<file path="src/hdl/bxf_pkg.sv">
// Shared types and constants of the box filter mean block.
package bxf_pkg;

    localparam int PIX_W    = 8;
    localparam int CFG_W    = 14;
    localparam int POS_W    = 13;
    localparam int COLSUM_W = 14;
    localparam int WINSUM_W = 20;
    localparam int MEAN_MAX = 255;

    localparam int CFG_WIDTH_RST  = 5716;
    localparam int CFG_HEIGHT_RST = 3731;

    localparam int CFG_IDX_W = 1;
    localparam logic [CFG_IDX_W-1:0] CFG_IMAGE_WIDTH  = 1'b0;
    localparam logic [CFG_IDX_W-1:0] CFG_IMAGE_HEIGHT = 1'b1;

    localparam int FIFO_DEPTH = 8;
    localparam int FIFO_AW    = 3;
    localparam int CREDIT_W   = 4;

    typedef struct packed {
        logic [POS_W-1:0] col;
        logic [POS_W-1:0] row;
    } t_coord;

    typedef struct packed {
        logic [PIX_W-1:0] mean;
        t_coord           coord;
    } t_result;

    typedef struct packed {
        logic                valid;
        logic [WINSUM_W-1:0] sum;
        t_coord              coord;
    } t_mean_req;

    typedef struct packed {
        logic    valid;
        t_result data;
    } t_mean_rsp;

endpackage

</file>
<file path="src/hdl/bxf_mean.sv">
// Two-stage divide of the window sum by the window area through a reciprocal.
module bxf_mean #(
    parameter int WINDOW = 50
) (
    input  logic               i_clk,
    input  logic               i_rst_n,
    input  bxf_pkg::t_mean_req i_req,
    output bxf_pkg::t_mean_rsp o_rsp
);

    localparam int SUM_W   = bxf_pkg::WINSUM_W;
    localparam int AREA    = WINDOW * WINDOW;
    localparam int RECIP   = (1 << SUM_W) / AREA;
    localparam int RECIP_W = $clog2(RECIP + 1);

    logic [SUM_W+RECIP_W-1:0] prod;
    logic [RECIP_W-1:0]       q_est;

    logic                 r_a_valid;
    logic [RECIP_W-1:0]   r_a_q;
    logic [SUM_W-1:0]     r_a_sum;
    bxf_pkg::t_coord      r_a_coord;

    logic [SUM_W-1:0]     q_area;
    logic [SUM_W-1:0]     rem;
    logic [RECIP_W:0]     q_fix;
    logic [bxf_pkg::PIX_W-1:0] mean;

    bxf_pkg::t_mean_rsp   r_rsp;

    // Estimate may fall one short of the true quotient.
    assign prod  = (SUM_W+RECIP_W)'(i_req.sum) * (SUM_W+RECIP_W)'(RECIP);
    assign q_est = prod[SUM_W+RECIP_W-1:SUM_W];

    always_ff @(posedge i_clk) begin
        if (!i_rst_n) begin
            r_a_valid <= 1'b0;
        end else begin
            r_a_valid <= i_req.valid;
        end
        r_a_q     <= q_est;
        r_a_sum   <= i_req.sum;
        r_a_coord <= i_req.coord;
    end

    assign q_area = SUM_W'(SUM_W'(r_a_q) * SUM_W'(AREA));
    assign rem    = r_a_sum - q_area;
    assign q_fix  = {1'b0, r_a_q} + (RECIP_W+1)'(rem >= SUM_W'(AREA));
    assign mean   = (q_fix > (RECIP_W+1)'(bxf_pkg::MEAN_MAX))
                    ? bxf_pkg::PIX_W'(bxf_pkg::MEAN_MAX) : q_fix[bxf_pkg::PIX_W-1:0];

    always_ff @(posedge i_clk) begin
        if (!i_rst_n) begin
            r_rsp.valid <= 1'b0;
        end else begin
            r_rsp.valid <= r_a_valid;
        end
        r_rsp.data.mean  <= mean;
        r_rsp.data.coord <= r_a_coord;
    end

    assign o_rsp = r_rsp;

endmodule

</file>
<file path="config.mk">
export PLATFORM = sky130hd
export DESIGN_NAME = bxf_mean
export DESIGN_NICKNAME = d
export VERILOG_FILES = /design/src/hdl/bxf_pkg.sv /design/src/hdl/bxf_mean.sv
export SDC_FILE = /design/constraint.sdc
export NUM_CORES = 1
export LEC_CHECK = 0
export ABC_AREA = 1
export BUFFER_PORTS_ARGS = -buffer_cell sky130_fd_sc_hd__buf_4
export CORE_ASPECT_RATIO = 1.25
export CORE_MARGIN = 2
export CORE_UTILIZATION = 45
export DETAILED_ROUTE_END_ITERATION = 16
export GPL_ROUTABILITY_DRIVEN = 0
export PLACE_DENSITY_LB_ADDON = 0.1
export SLEW_MARGIN = 10
export SYNTH_ARGS = -nofsm -noshare
export SYNTH_HDL_FRONTEND = slang
export SYNTH_SLANG_ARGS = --single-unit
</file>
<file path="constraint.sdc">
create_clock -name i_clk -period 5.2 [get_ports i_clk]
set_input_delay 0.26 -clock i_clk [delete_from_list [all_inputs] [get_ports i_clk]]
set_output_delay 0.26 -clock i_clk [all_outputs]
set_load 0.05 [all_outputs]
</file>
* After elaboration in Yosys (flattened, before gate mapping)
Index checks and enable logic that the tools add are counted.
Word-level totals: output and inout bits 35, register bits after elaboration 91, word-level logic and storage cells 15, input port bits 49
Operators by class: order comparisons 2, add/sub/neg operators 2, multipliers 2
Operator list (count):
- multiplier 20 x 9 -> 29 bit, second input constant | 1
- >= comparator 20 x 12 -> 1 bit, second input constant | 1
- subtractor 20 bit | 1
- multiplier 9 x 10 -> 18 bit, second input constant | 1
- adder 9 x 1 -> 10 bit | 1
- greater-than comparator 10 x 8 -> 1 bit, second input constant | 1

* Depth between registers and ports, before layout
Gate-level depths: netlist of run 1.
word-level depth 5, gate-level depth with buffers 33, gate-level depth less buffers 33

* Worst setup path before layout of run 1
OpenSTA, ideal clock, no wires.
path kind register to register, start point reg r_a_q[6], end point reg r_rsp, in the netlist o_rsp[29], setup slack -413 ps, setup time 141 ps, arrival time 5472 ps, path buffers 0, period minus slack after synthesis 5613 ps, stages on the path, launching flop included 31, required time 5059 ps, path through dfxtp_1 -> fa_1 -> inv_1 -> fa_1 -> inv_1 -> ha_1 -> inv_1 -> fa_1 -> inv_1 -> ha_1 -> nand2_1 -> o21ai_0 -> a31oi_1 -> xor2_1 -> ha_1 -> nand2_1 -> nor2_1 -> nand3_1 -> nor3_1 -> nand3b_1 -> nand3_1 -> nand2_1 -> nor2_1 -> nand3_1 -> ha_1 -> ha_1 -> nand4_1 -> o21ai_0 -> o21ai_0 -> nor2_1 -> o21ai_0
Between the ends: longest elaborated chain between the ends 5
Ends and longest elaborated chain:
- from (decl) | line bxf_mean.sv:20 | logic [RECIP_W-1:0] r_a_q;
- from (signal assigned) | line bxf_mean.sv:41 | r_a_q <= q_est;
- multiplier 9 x 10 -> 18 bit | line bxf_mean.sv:46 | assign q_area = SUM_W'(SUM_W'(r_a_q) * SUM_W'(AREA));
- subtractor 20 bit | line bxf_mean.sv:47 | assign rem = r_a_sum - q_area;
- >= comparator 20 x 12 -> 1 bit | line bxf_mean.sv:48 | assign q_fix = {1'b0, r_a_q} + (RECIP_W+1)'(rem >= SUM_W'(AREA));
- adder 9 x 1 -> 10 bit (*) | line bxf_mean.sv:48
- greater-than comparator 10 x 8 -> 1 bit | line bxf_mean.sv:49 | assign mean = (q_fix > (RECIP_W+1)'(bxf_pkg::MEAN_MAX))
- to (decl) | line bxf_mean.sv:29 | bxf_pkg::t_mean_rsp r_rsp;
Mark *: on every way between the ends. The rest lies on a longest branch, timed or not. A chain may end at the register's enable or synchronous reset.

* Final worst setup path of run 1
start point reg r_a_q[4], end point reg r_rsp, in the netlist o_rsp[29]
The elaborated chain is that of the path after synthesis.

==> results of run 1 <==
==> cell type report <==
type                            count  share of cell area (%)
Multi-Input combinational cell    609                    55.2
Clock inverter                      6                   0.683
Timing Repair Buffer              151                    11.7
Clock buffer                        9                    2.32
Sequential cell                    89                    18.5
Tap cell                          220                    2.83
Inverter                          228                    8.81
==> cell usage after synthesis, types with 4 or more instances <==
library cell                 n  area, µm²
sky130_fd_sc_hd__o21a_1      4       30.0
sky130_fd_sc_hd__nand2_2    10       62.6
sky130_fd_sc_hd__a21oi_1    40        200
sky130_fd_sc_hd__ha_1      145       1810
sky130_fd_sc_hd__dfxtp_1    89       1780
sky130_fd_sc_hd__nand4_1     9       56.3
sky130_fd_sc_hd__a21o_1      6       45.0
sky130_fd_sc_hd__inv_1     226        848
sky130_fd_sc_hd__xnor2_1     8       70.1
sky130_fd_sc_hd__o21bai_1    6       45.0
sky130_fd_sc_hd__nand2_1   138        518
sky130_fd_sc_hd__nand3_1    40        200
sky130_fd_sc_hd__fa_1       62       1240
sky130_fd_sc_hd__nor2_1     53        199
sky130_fd_sc_hd__nor3_1     13       65.1
sky130_fd_sc_hd__xor2_1     21        184
sky130_fd_sc_hd__o21ai_0    24        120
sky130_fd_sc_hd__nand3b_1    7       52.6
==> registers in the layout, summed over array words and instances, names as in the netlist <==
| signal | flops |
|---|---|
| o_rsp | 35 |
| r_a_sum | 18 |
| r_a_coord | 26 |
| r_a_valid | 1 |
| r_a_q | 9 |
==> cell families (layout without fill, tap and decap cells) <==
group	after synthesis	after routing	synth area share (%)
adders and majority gates	207	207	39.6
AOI/OAI and AO/OA	95	95	7.23
DFF	89	89	23.1
buffers and inverters	228	394	11.1
xor gates and xnor gates	29	29	3.29
and+or+nand+nor	278	278	15.7
==> what timing repair did <==
action,CTS,global route
resized for setup,16,18
pin swaps,19,24
buffers inserted,6,3
setup endpoints to repair,8,8
==> cells in the final DEF (no fill, tap or decap), types with 10 or more instances in the layout <==
master,instances
sky130_fd_sc_hd__a21oi_1,32
sky130_fd_sc_hd__a21oi_2,10
sky130_fd_sc_hd__buf_4,151
sky130_fd_sc_hd__dfxtp_1,81
sky130_fd_sc_hd__fa_1,61
sky130_fd_sc_hd__ha_1,137
sky130_fd_sc_hd__inv_1,221
sky130_fd_sc_hd__nand2_1,132
sky130_fd_sc_hd__nand2_2,15
sky130_fd_sc_hd__nand3_1,36
sky130_fd_sc_hd__nor2_1,51
sky130_fd_sc_hd__o21ai_0,19
sky130_fd_sc_hd__xor2_1,20
==> metrics by stage <==
| stage | utilization, % | cell area, µm² | cells | TNS [ns] | setup slack, ns |
|---|---|---|---|---|---|
| 2_1_floorplan | - | 7840 | 926 | 0 | 0.00461 |
| 3_3_place_gp | 54.7 | 9180 | 1288 | -4.19 | -0.551 |
| 3_5_place_dp | 54.7 | 9180 | 1288 | -4.78 | -0.625 |
| 4_1_cts | 57.1 | 9590 | 1309 | -2.53 | -0.334 |
| 5_1_grt | 57.9 | 9710 | 1312 | -5.02 | -0.642 |
| 6_report | 57.9 | 9710 | 1312 | -2.51 | -0.333 |
==> worst max path at each step <==
stage	slack (ns)	depth (start not counted)	endpoint
2_1_floorplan	0.005	30	o_rsp[29]
3_3_place_gp	-0.55	29	o_rsp[29]
3_5_place_dp	-0.62	29	o_rsp[29]
4_1_cts	-0.33	30	o_rsp[29]
5_1_grt	-0.64	30	o_rsp[29]
6_report	-0.33	30	o_rsp[29]
==> layer usage <==
metal / global-route usage, % / share of wire, % / vias up
li1: - / - / 3228
met1: 24.0 / 41 / 2900
met2: 41.8 / 54 / 107
met3: 1.89 / 2.9 / 31
met4: 6.67 / 2.2 / 2
met5: 0 / 0.055 / -
==> worst max-delay path: cells and delay by family, from the launching register on <==
| kind | cells | cell delay [ns] |
|---|---|---|
| buf+inv | 3 | 0.19 |
| compound gates | 5 | 0.54 |
| flops | 1 | 0.36 |
| simple gates | 13 | 1.58 |
| fa+ha+maj | 8 | 2.58 |
| xor+xnor | 1 | 0.15 |
==> results.txt, run 1 <==
The flow ran to the end, but the final reports show violations. The final reports fail on negative setup slack. The cell with the largest stage delay on the worst path is sky130_fd_sc_hd__fa_1. For the area taken by flip-flops and latches, the log shows 0.00180 mm². The tools report the post-route antenna net violation count as 0.

Clock tree synthesis selected as its root buffer the cell sky130_fd_sc_hd__clkbuf_16. Clock-pin slew was measured on the worst setup and hold paths at 0.07 ns. 84 I/O pins were placed. The number of DRC markers in iteration 0 is 137.

The run gives -0.33 ns as the minimum setup slack among reg-to-reg paths. In this run, synthesis inferred 0 flip-flops with an integrated enable. The tools report the final worst setup slack as -0.333 ns.

For the pin with the worst max-slew slack, the measured transition is 0.388 ns. The die is 121 µm wide. The startpoint identified for the worst hold timing path is i_req[3]. In this design, the stage delay of the slowest critical-path cell is 0.53 ns.

The fraction of the cycle the final worst path needs is 106%. Relative to the synthesized area, the layout overhead comes to 25.8%. The cell depth of the worst min-delay path came out at 1. TritonCTS built the clock tree. Once the floorplan was initialized, standard cells occupied 46.0% of the core.

In this run the tightest slew margin relative to its limit is 73.9%. Synthesis handed over a netlist of 926 instances. The clock skew is 0.00787 ns.

The number of cells on the worst reg-to-reg path is 30. Setup violations remaining at the end of the flow were counted as 8. Setup repair after global routing could not meet its margin everywhere.

In the routed design, unresolved DRC markers number 0. The H-tree generated during clock tree synthesis spans 3 levels. The number of antenna repair diodes is 0.

Global routing used 21.3% of the available tracks. The clock drives 89 sinks. The critical path is of the flip-flop to flip-flop type.

The tools report the hold violation total from the final report as 0. The minimum clock period works out to 5.53 ns. The area of the multi-input gates was 0.00536 mm².

The number of global-route vias before repair was 6468; the number of register bits inferred by synthesis was 89. The logs give 16.1 mm for the placed wire-length estimate after detailed placement and 0 for the total of max-cap violations. For the tightest hold margin, the log shows 0.0201 ns. Using the TritonRoute via totals, the vias-per-cell ratio works out to 4.78. The number of pins exceeding their max-slew limit in the final report is 0, and the data required time at the worst endpoint is 5.42 ns. For this run, the leading register cell type out of synthesis is sky130_fd_sc_hd__dfxtp_1. The path with the worst hold slack has its endpoint at r_a_coord[3]. No sink is reached through more buffers than the 2 on the longest clock path.

The die outline area was 0.0182 mm². The synthesized netlist occupies a cell area of 0.00772 mm². Synthesis produced a netlist with a net count of 1182.

The die is 150 µm tall. Among the stages of the critical path, the cell type that occurs most often is sky130_fd_sc_hd__ha_1. The tools report the total number of vias as 6268. Hold buffer count at cts: 0. The worst register-to-register path ends at o_rsp[29]. Of all flip-flops after synthesis, the portion carrying an async set or reset was 0%. Tracing the worst setup path back leads to its startpoint at r_a_q[4].

Area of the core: 0.0168 mm². STA puts the critical path data arrival time at 5.75 ns. The number of buffers added on ports is 83, and the placement row count is 53. For the first-pass GRT wire length, the log shows 30.2 mm. The per-cell routed wire length came out at 14.0 µm.

The pin count of the biggest net entering global routing came out at 16. The filler cells instantiated in the layout total 1602. The tools report the kind of capture point of the worst setup path as a flip-flop. The number of clock buffers added by TritonCTS is 9.

The later pin in the worst-skew pair is clocked with a latency of 0.34 ns. Each instance of the synthesized netlist takes up on average 8.33 µm². The startpoint identified for the worst register-to-register timing path is r_a_q[4]. The fraction of final layout cells with drive strength greater than 1 works out to 22.3%.

The worst min-delay path category was input pin to flip-flop. The tools report the total number of nets in the final design as 1344. The logs give 1 for the initial antenna violation count and 181 MHz for the maximum clock rate. Sequential cells were found to cover 23.1% of the synthesized design area. Yosys mapped the design onto 33 distinct sky130hd cell types. Summed over all layers, the routed wires come to 18.3 mm. The largest fanout of any net on the critical path came out at 8. The worst setup path is launched from a flip-flop.

The tools report the count of yosys warnings during synthesis as 0. The total iterations of the first detailed-routing run was 5. The total overflow left after global routing is 0.
Power of run 1 is not shown: default switching activity piles up to over one toggle a cycle in this logic, so the estimate is an artifact.
==> run 2: changes to the inputs <==
- ABC_AREA: 1 -> unset
==> results.txt, run 2 <==
The number of pins exceeding their max-slew limit in the final report is 0 (unchanged), and the proportion of netlist area held by the largest area contributor is 26.1% (was 23.5%). The total CTS buffers was 9 (unchanged); the boundary pin count was 84 (unchanged). The source-to-sink clock delay at the later pin of the worst-skew pair was 0.34 ns (about the same). The worst slack at placement is -1.12 ns (was -0.625 ns). The tools report the kind of capture point of the worst setup path as a flip-flop (unchanged). The area of the core is 0.0150 mm² (was 0.0168 mm²), and the chip width is 115 µm (was 121 µm). The starting utilization of the core area came out at 46.3% (was 46.0%). The dominant cell by count in the synthesized netlist was sky130_fd_sc_hd__inv_1 (unchanged). The most frequently used flop master after synthesis is sky130_fd_sc_hd__dfxtp_1 (unchanged). The number of synthesized flops with an enable pin is 0 (unchanged), and the post-detailed-routing wire length is 14.5 mm (was 18.3 mm). Total number of nets in the final design: 1115 (was 1344).

The tools report the maximum count of clock buffers along a single path as 2 (unchanged). The actual transition at the worst max-transition pin was 0.477 ns (was 0.388 ns); the maximum clock rate was 165 MHz (was 181 MHz). The number of register bits inferred by synthesis works out to 89 (unchanged). The largest area contributor in the netlist is sky130_fd_sc_hd__ha_1 (unchanged). The count of yosys warnings during synthesis is 0 (unchanged), and the placed wire-length estimate after detailed placement is 12.4 mm (was 16.1 mm). Critical path start-end classification: flip-flop to flip-flop (unchanged). The total of max-cap violations was 0 (unchanged). The largest fanout of any net on the critical path came out at 8 (unchanged). The worst hold endpoint was r_a_coord[6] (was r_a_coord[3]).

Flip-flop count of the largest register, all copies and words added: 35 (unchanged). Violations in the final reports: negative setup slack (unchanged). The proportion of synthesized flip-flops having asynchronous set or reset is 0% (unchanged).

The cell at the root of the clock tree was sky130_fd_sc_hd__clkbuf_16 (unchanged). The per-cell routed wire length was 13.9 µm (was 14.0 µm); the hold violation total from the final report was 0 (unchanged). The cell depth of the worst min-delay path was 1 (unchanged); the arrival time at the worst endpoint was 6.31 ns (was 5.75 ns). The H-tree depth was 3 (unchanged). The type of element launching the critical path is a flip-flop (unchanged). The mean post-synth cell area was 10.1 µm² (was 8.33 µm²). For the number of DRC markers in iteration 0, the log shows 255 (was 137). Highest-count cells in the layout ignoring fill and taps: sky130_fd_sc_hd__inv_1, sky130_fd_sc_hd__buf_4, sky130_fd_sc_hd__ha_1 (unchanged). The run finished, with violations left. The post-detailed-route DRC marker count is 0 (unchanged). The layout-stage area growth over the synthesis result is 28.9% (was 25.8%), and the number of buffers added on ports is 83 (unchanged).

The total number of vias is 5124 (was 6268). Biggest area contributors in the synthesized netlist: sky130_fd_sc_hd__ha_1, sky130_fd_sc_hd__dfxtp_1, sky130_fd_sc_hd__fa_1, sky130_fd_sc_hd__inv_1, sky130_fd_sc_hd__xnor2_1 (was sky130_fd_sc_hd__ha_1, sky130_fd_sc_hd__dfxtp_1, sky130_fd_sc_hd__fa_1, sky130_fd_sc_hd__inv_1, sky130_fd_sc_hd__nand2_1). The run gives 0 (unchanged) as the post-route antenna net violation count.

Setup repair after global routing could not meet its margin everywhere. The startpoint of the lowest-slack hold path is i_req[6] (was i_req[3]). The number of antenna repair diodes came out at 0 (unchanged).

The most used cell along the critical path is sky130_fd_sc_hd__ha_4 (was sky130_fd_sc_hd__ha_1). For the worst slew margin relative to its limit, the log shows 68.0% (was 73.9%). For the number of standard cells after synthesis, the log shows 686 (was 926). The source of the critical timing path was r_a_q[1] (was r_a_q[4]). The via density per instance is 4.90 (was 4.78), and the pin count of the biggest net entering global routing is 20 (was 16). The data required time at the worst endpoint was 5.43 ns (was 5.42 ns); the number of distinct library cell variants in the gate-level netlist after synthesis was 53 (was 33). The clock skew was 0.00688 ns (was 0.00787 ns); the global routing usage summed across all routing layers was 18.9% (was 21.3%). TritonCTS built the clock tree.

For the synthesized net count, the log shows 942 (was 1182). The tools report the initial antenna violation count as 0 (was 1). The minimum clock period came out at 6.08 ns (was 5.53 ns). The reg-to-reg critical path endpoint is o_rsp[27] (was o_rsp[29]).

The commonest non-fill, non-tap cell in the layout was sky130_fd_sc_hd__inv_1 (unchanged). The first-pass GRT wire length came out at 24.5 mm (was 30.2 mm). The tools report the source of the worst register-to-register timing path as r_a_q[1] (was r_a_q[4]). The minimum setup slack among reg-to-reg paths was -0.88 ns (was -0.33 ns); the die boundary height was 143 µm (was 150 µm). Worst min-delay path category: input pin to flip-flop (unchanged). The number of global-route vias before repair was 5505 (was 6468); the placement row count was 50 (was 53). The tools report the number of endpoints failing setup at the final stage as 8 (unchanged). The clock slew at the register clock pins of the worst setup and hold paths works out to 0.07 ns (about the same).

Cell with the largest stage delay on the worst path: sky130_fd_sc_hd__fa_1 (unchanged). The total iterations of the first detailed-routing run was 4 (was 5); the aggregate global routing overflow was 0 (unchanged). The number of cells traversed by the worst register-to-register path is 34 (was 30). The tools report the total clock sinks as 89 (unchanged). The largest incremental delay on the critical path is 0.57 ns (was 0.53 ns), and the portion of the post-synthesis area used by sequential elements is 25.7% (was 23.1%). The die outline area is 0.0165 mm² (was 0.0182 mm²), and the fraction of the cycle the final worst path needs is 117% (was 106%). The fraction of final layout cells with drive strength greater than 1 came out at 26.6% (was 22.3%).

Cell types with the highest counts after synthesis: sky130_fd_sc_hd__inv_1, sky130_fd_sc_hd__ha_1, sky130_fd_sc_hd__dfxtp_1, sky130_fd_sc_hd__fa_1, sky130_fd_sc_hd__nand2_1 (was sky130_fd_sc_hd__inv_1, sky130_fd_sc_hd__ha_1, sky130_fd_sc_hd__nand2_1, sky130_fd_sc_hd__dfxtp_1, sky130_fd_sc_hd__fa_1). For the final worst setup slack, the log shows -0.877 ns (was -0.333 ns). The synthesized area came out at 0.00695 mm² (was 0.00772 mm²).
run 2: cell types whose count changed in the layout (fill, tap and decap cells not counted), moves of 5 or more:
| cell | previous run | this run |
|---|---|---|
| sky130_fd_sc_hd__inv_1 | 221 | 154 |
| sky130_fd_sc_hd__xor2_1 | 20 | 14 |
| sky130_fd_sc_hd__nor2b_1 | 0 | 7 |
| sky130_fd_sc_hd__dlygate4sd3_1 | 0 | 10 |
| sky130_fd_sc_hd__nor2_1 | 51 | 15 |
| sky130_fd_sc_hd__xnor2_1 | 8 | 18 |
| sky130_fd_sc_hd__a21oi_2 | 10 | 5 |
| sky130_fd_sc_hd__nand2_2 | 15 | 1 |
| sky130_fd_sc_hd__a21oi_1 | 32 | 15 |
| sky130_fd_sc_hd__nand2_1 | 132 | 29 |
| sky130_fd_sc_hd__nand3_2 | 5 | 0 |
| sky130_fd_sc_hd__a31oi_1 | 2 | 8 |
| sky130_fd_sc_hd__nand3_1 | 36 | 7 |
run 2: final cells by class:
cell class / instances / area, µm²
sequential: 89 / 1790
timing repair buffer: 163 / 1250
clock inverter: 7 / 81.3
fill: 1307 / 6060
clock buffer: 9 / 225
inverter: 161 / 607
tap: 182 / 228
multi-input combinational: 435 / 4770
run 2: timing repair:
action,in CTS,in global routing
endpoints found under the setup margin,8,8
buffers inserted,3,1
resized for setup,16,13
hold endpoints to repair,0,10
gates cloned,0,0
pin swaps,23,4
hold buffers,0,10
run 2: routing by layer:
layer  wire, µm  part of all wire, %  vias to the layer above  GRT usage, %
li1           -                    -                     2587             -
met1       5840                   40                     2417          20.7
met2       7820                   54                       96          36.3
met3        432                  3.0                       24          2.25
met4        410                  2.8                        0          7.67
met5          0                    0                        -             0
run 2: worst max path at each step:
stage                            to  cells past startpoint  slack, ns
after floorplan           o_rsp[26]                     33      -0.64
after global placement    o_rsp[27]                     33      -0.95
after detailed placement  o_rsp[26]                     33      -1.12
after CTS                 o_rsp[27]                     34      -1.01
after global routing      o_rsp[27]                     34      -1.19
final                     o_rsp[27]                     34      -0.88
run 2: stage by stage:
| stage | cells | util (%) | hold slack [ns] | setup TNS, ns | cell area (µm²) |
|---|---|---|---|---|---|
| 3_3_place_gp | 1016 | 55.7 | 0.310 | -7.56 | 8370 |
| 5_1_grt | 1046 | 59.6 | 0.00139 | -9.34 | 8950 |
| 3_5_place_dp | 1016 | 55.7 | 0.312 | -8.79 | 8370 |
| 2_1_floorplan | 686 | - | 0.288 | -5.07 | 7030 |
| 4_1_cts | 1035 | 58.5 | 0.00383 | -7.91 | 8790 |
| 6_report | 1046 | 59.6 | 0.0150 | -6.89 | 8950 |
run 2: cells by family (layout without fill, tap and decap cells):
| family | count (synthesis) | count (layout) | synth area share [%] |
|---|---|---|---|
| XOR/XNOR | 32 | 32 | 4.04 |
| AO/OA/AOI/OAI | 89 | 89 | 9.60 |
| multiplexers | 3 | 3 | 0.432 |
| flip-flops | 89 | 89 | 25.7 |
| buffers and inverters | 162 | 340 | 8.76 |
| adder cells (fa/ha/maj) | 207 | 207 | 44.0 |
| AND/OR/NAND/NOR | 104 | 104 | 7.53 |
run 2: critical path, delay by kind of cell (launching register included):
kind | cells | cell delay, ns
and+or+nand+nor | 8 | 0.82
xor gates and xnor gates | 1 | 0.14
muxes | 1 | 0.18
AOI/OAI and AO/OA | 11 | 1.72
DFF | 1 | 0.36
adders and majority gates | 8 | 2.40
buffers and inverters | 5 | 0.33
Power of run 2 is left out for the same reason.
==> run 3: changes to the inputs <==
- CORE_UTILIZATION: 45 -> 54
==> results.txt, run 3 (synthesis results as in run 2) <==
The tools report the post-route antenna net violation count as 0 (unchanged). The total iterations of the first detailed-routing run came out at 4 (unchanged). The arrival time at the worst endpoint came out at 6.31 ns (about the same). The run gives 1120 (was 1115) as the total number of nets in the final design. The boundary pin count came out at 84 (unchanged). The run finished, with violations left. The first-pass GRT wire length is 25.0 mm (was 24.5 mm), and the initial antenna violation count is 0 (unchanged).

Reg-to-reg critical path endpoint: o_rsp[27] (unchanged). The cell depth of the worst min-delay path is 1 (unchanged). The run gives 0 (unchanged) as the aggregate global routing overflow.

The cell with the largest stage delay on the worst path is sky130_fd_sc_hd__fa_1 (unchanged). The total CTS buffers is 9 (unchanged). The pin count of the biggest net entering global routing was 20 (unchanged). The tools report the source-to-sink clock delay at the later pin of the worst-skew pair as 0.35 ns (was 0.34 ns).

For the maximum count of clock buffers along a single path, the log shows 2 (unchanged). Type of element launching the critical path: a flip-flop (unchanged). The number of global-route vias before repair is 5439 (was 5505), and the hold violation total from the final report is 0 (unchanged). The number of filler cells placed in the layout came out at 941 (was 1307). The run gives 5228 (was 5124) as the total number of vias.

Worst min-delay path category: input pin to flip-flop (unchanged). The tools report the number of antenna repair diodes as 0 (unchanged). The maximum clock rate is 165 MHz (about the same), and the number of endpoints failing setup at the final stage is 8 (unchanged).

The number of cells traversed by the worst register-to-register path is 35 (was 34). The tools report the source of the worst register-to-register timing path as r_a_q[1] (unchanged). Violations in the final reports: negative setup slack (unchanged). The layout-stage area growth over the synthesis result came out at 29.7% (was 28.9%). H-tree depth: 3 (unchanged).

The number of pins exceeding their max-slew limit in the final report was 0 (unchanged); the via density per instance was 5.04 (was 4.90). The actual transition at the worst max-transition pin works out to 0.454 ns (was 0.477 ns). The starting utilization of the core area was 55.1% (was 46.3%); the global routing usage summed across all routing layers was 23.0% (was 18.9%).

Kind of capture point of the worst setup path: a flip-flop (unchanged). Worst hold endpoint: r_a_coord[4] (was r_a_coord[6]). The run gives 0 (unchanged) as the post-detailed-route DRC marker count. The largest incremental delay on the critical path came out at 0.55 ns (was 0.57 ns). The per-cell routed wire length came out at 14.6 µm (was 13.9 µm). Setup repair after global routing could not meet its margin everywhere. Fraction of the cycle the final worst path needs: 117% (about the same). The clock slew at the register clock pins of the worst setup and hold paths works out to 0.07 ns (about the same). The die outline area is 0.0138 mm² (was 0.0165 mm²), and the clock skew is 0.00590 ns (was 0.00688 ns).

TritonCTS built the clock tree. The logs give 15.1 mm (was 14.5 mm) for the post-detailed-routing wire length and -1.09 ns (was -1.12 ns) for the worst slack at placement. The data required time at the worst endpoint was 5.44 ns (was 5.43 ns).

For the area of the core, the log shows 0.0126 mm² (was 0.0150 mm²). The fraction of final layout cells with drive strength greater than 1 was 26.1% (was 26.6%); the largest fanout of any net on the critical path was 8 (unchanged). The final worst setup slack is -0.870 ns (was -0.877 ns), and the placement row count is 46 (was 50). The critical path start-end classification is flip-flop to flip-flop (unchanged).

The tools report the startpoint of the lowest-slack hold path as i_req[4] (was i_req[6]). The total of max-cap violations is 0 (unchanged), and the worst slew margin relative to its limit is 69.6% (was 68.0%). Highest-count cells in the layout ignoring fill and taps: sky130_fd_sc_hd__inv_1, sky130_fd_sc_hd__buf_4, sky130_fd_sc_hd__ha_1 (unchanged). The logs give 12.4 mm (about the same) for the placed wire-length estimate after detailed placement and 89 (unchanged) for the total clock sinks. The most used cell along the critical path was sky130_fd_sc_hd__ha_4 (unchanged).

The number of DRC markers in iteration 0 was 238 (was 255). The minimum setup slack among reg-to-reg paths came out at -0.87 ns (was -0.88 ns). The number of buffers added on ports is 83 (unchanged). The die boundary height came out at 131 µm (was 143 µm). The cell at the root of the clock tree is sky130_fd_sc_hd__clkbuf_16 (unchanged). The commonest non-fill, non-tap cell in the layout was sky130_fd_sc_hd__inv_1 (unchanged). The flip-flop count of the largest register, all copies and words added is 35 (unchanged). The minimum clock period was 6.07 ns (was 6.08 ns). The chip width came out at 105 µm (was 115 µm).
## run 3: cell type report
cell class	count	area, µm²	share of cell area, %
multi-input combinational	435	4780	53.1
timing repair buffer	168	1310	14.5
tap	168	210	2.33
clock buffer	9	225	2.50
inverter	161	607	6.74
clock inverter	7	81.3	0.903
sequential	89	1790	19.9
## run 3: worst max-delay path: cells and delay by family (launching register included)
kind / cells / cell delay, ns
DFF: 1 / 0.36
buffers and inverters: 5 / 0.33
muxes: 1 / 0.18
adders and majority gates: 9 / 2.43
and+or+nand+nor: 8 / 0.83
AOI/OAI and AO/OA: 11 / 1.69
xor gates and xnor gates: 1 / 0.14
## run 3: worst max-delay path by stage
stage | startpoint | endpoint | depth (start not counted)
after detailed placement | r_a_q[4] | o_rsp[27] | 29
final | r_a_q[1] | o_rsp[27] | 35
after CTS | r_a_q[1] | o_rsp[27] | 34
after global placement | r_a_q[4] | o_rsp[26] | 29
after floorplan | r_a_q[0] | o_rsp[26] | 33
after global routing | r_a_q[1] | o_rsp[27] | 35
## run 3: timing repair
item / 4_1_cts / 5_1_grt
endpoints found under the hold margin: 5 / 12
setup buffers: 3 / 2
pin swaps: 19 / 18
setup endpoints to repair: 8 / 8
hold buffers: 5 / 12
resized for setup: 20 / 12
## run 3: metrics by stage
stage	hold slack (ns)	std cells	TNS (ns)	area, µm²	utilization [%]
detailed placement	0.312	999	-8.60	8330	66.1
global placement	0.310	999	-7.35	8330	66.1
global route	-0.000884	1037	-9.64	9000	71.4
finish	0.0140	1037	-6.85	9000	71.4
floorplan	0.288	686	-5.07	7030	-
CTS	0.000610	1023	-7.89	8810	69.9
## run 3: per-layer routing
| metal | track usage, % | up-vias | share of wire, % |
|---|---|---|---|
| met3 | 3.37 | 12 | 3.4 |
| met4 | 6.27 | 0 | 1.3 |
| met2 | 45.7 | 92 | 56 |
| met1 | 25.3 | 2532 | 39 |
| li1 | - | 2592 | - |
| met5 | 0 | - | 0 |
Power of run 3 is left out for the same reason.
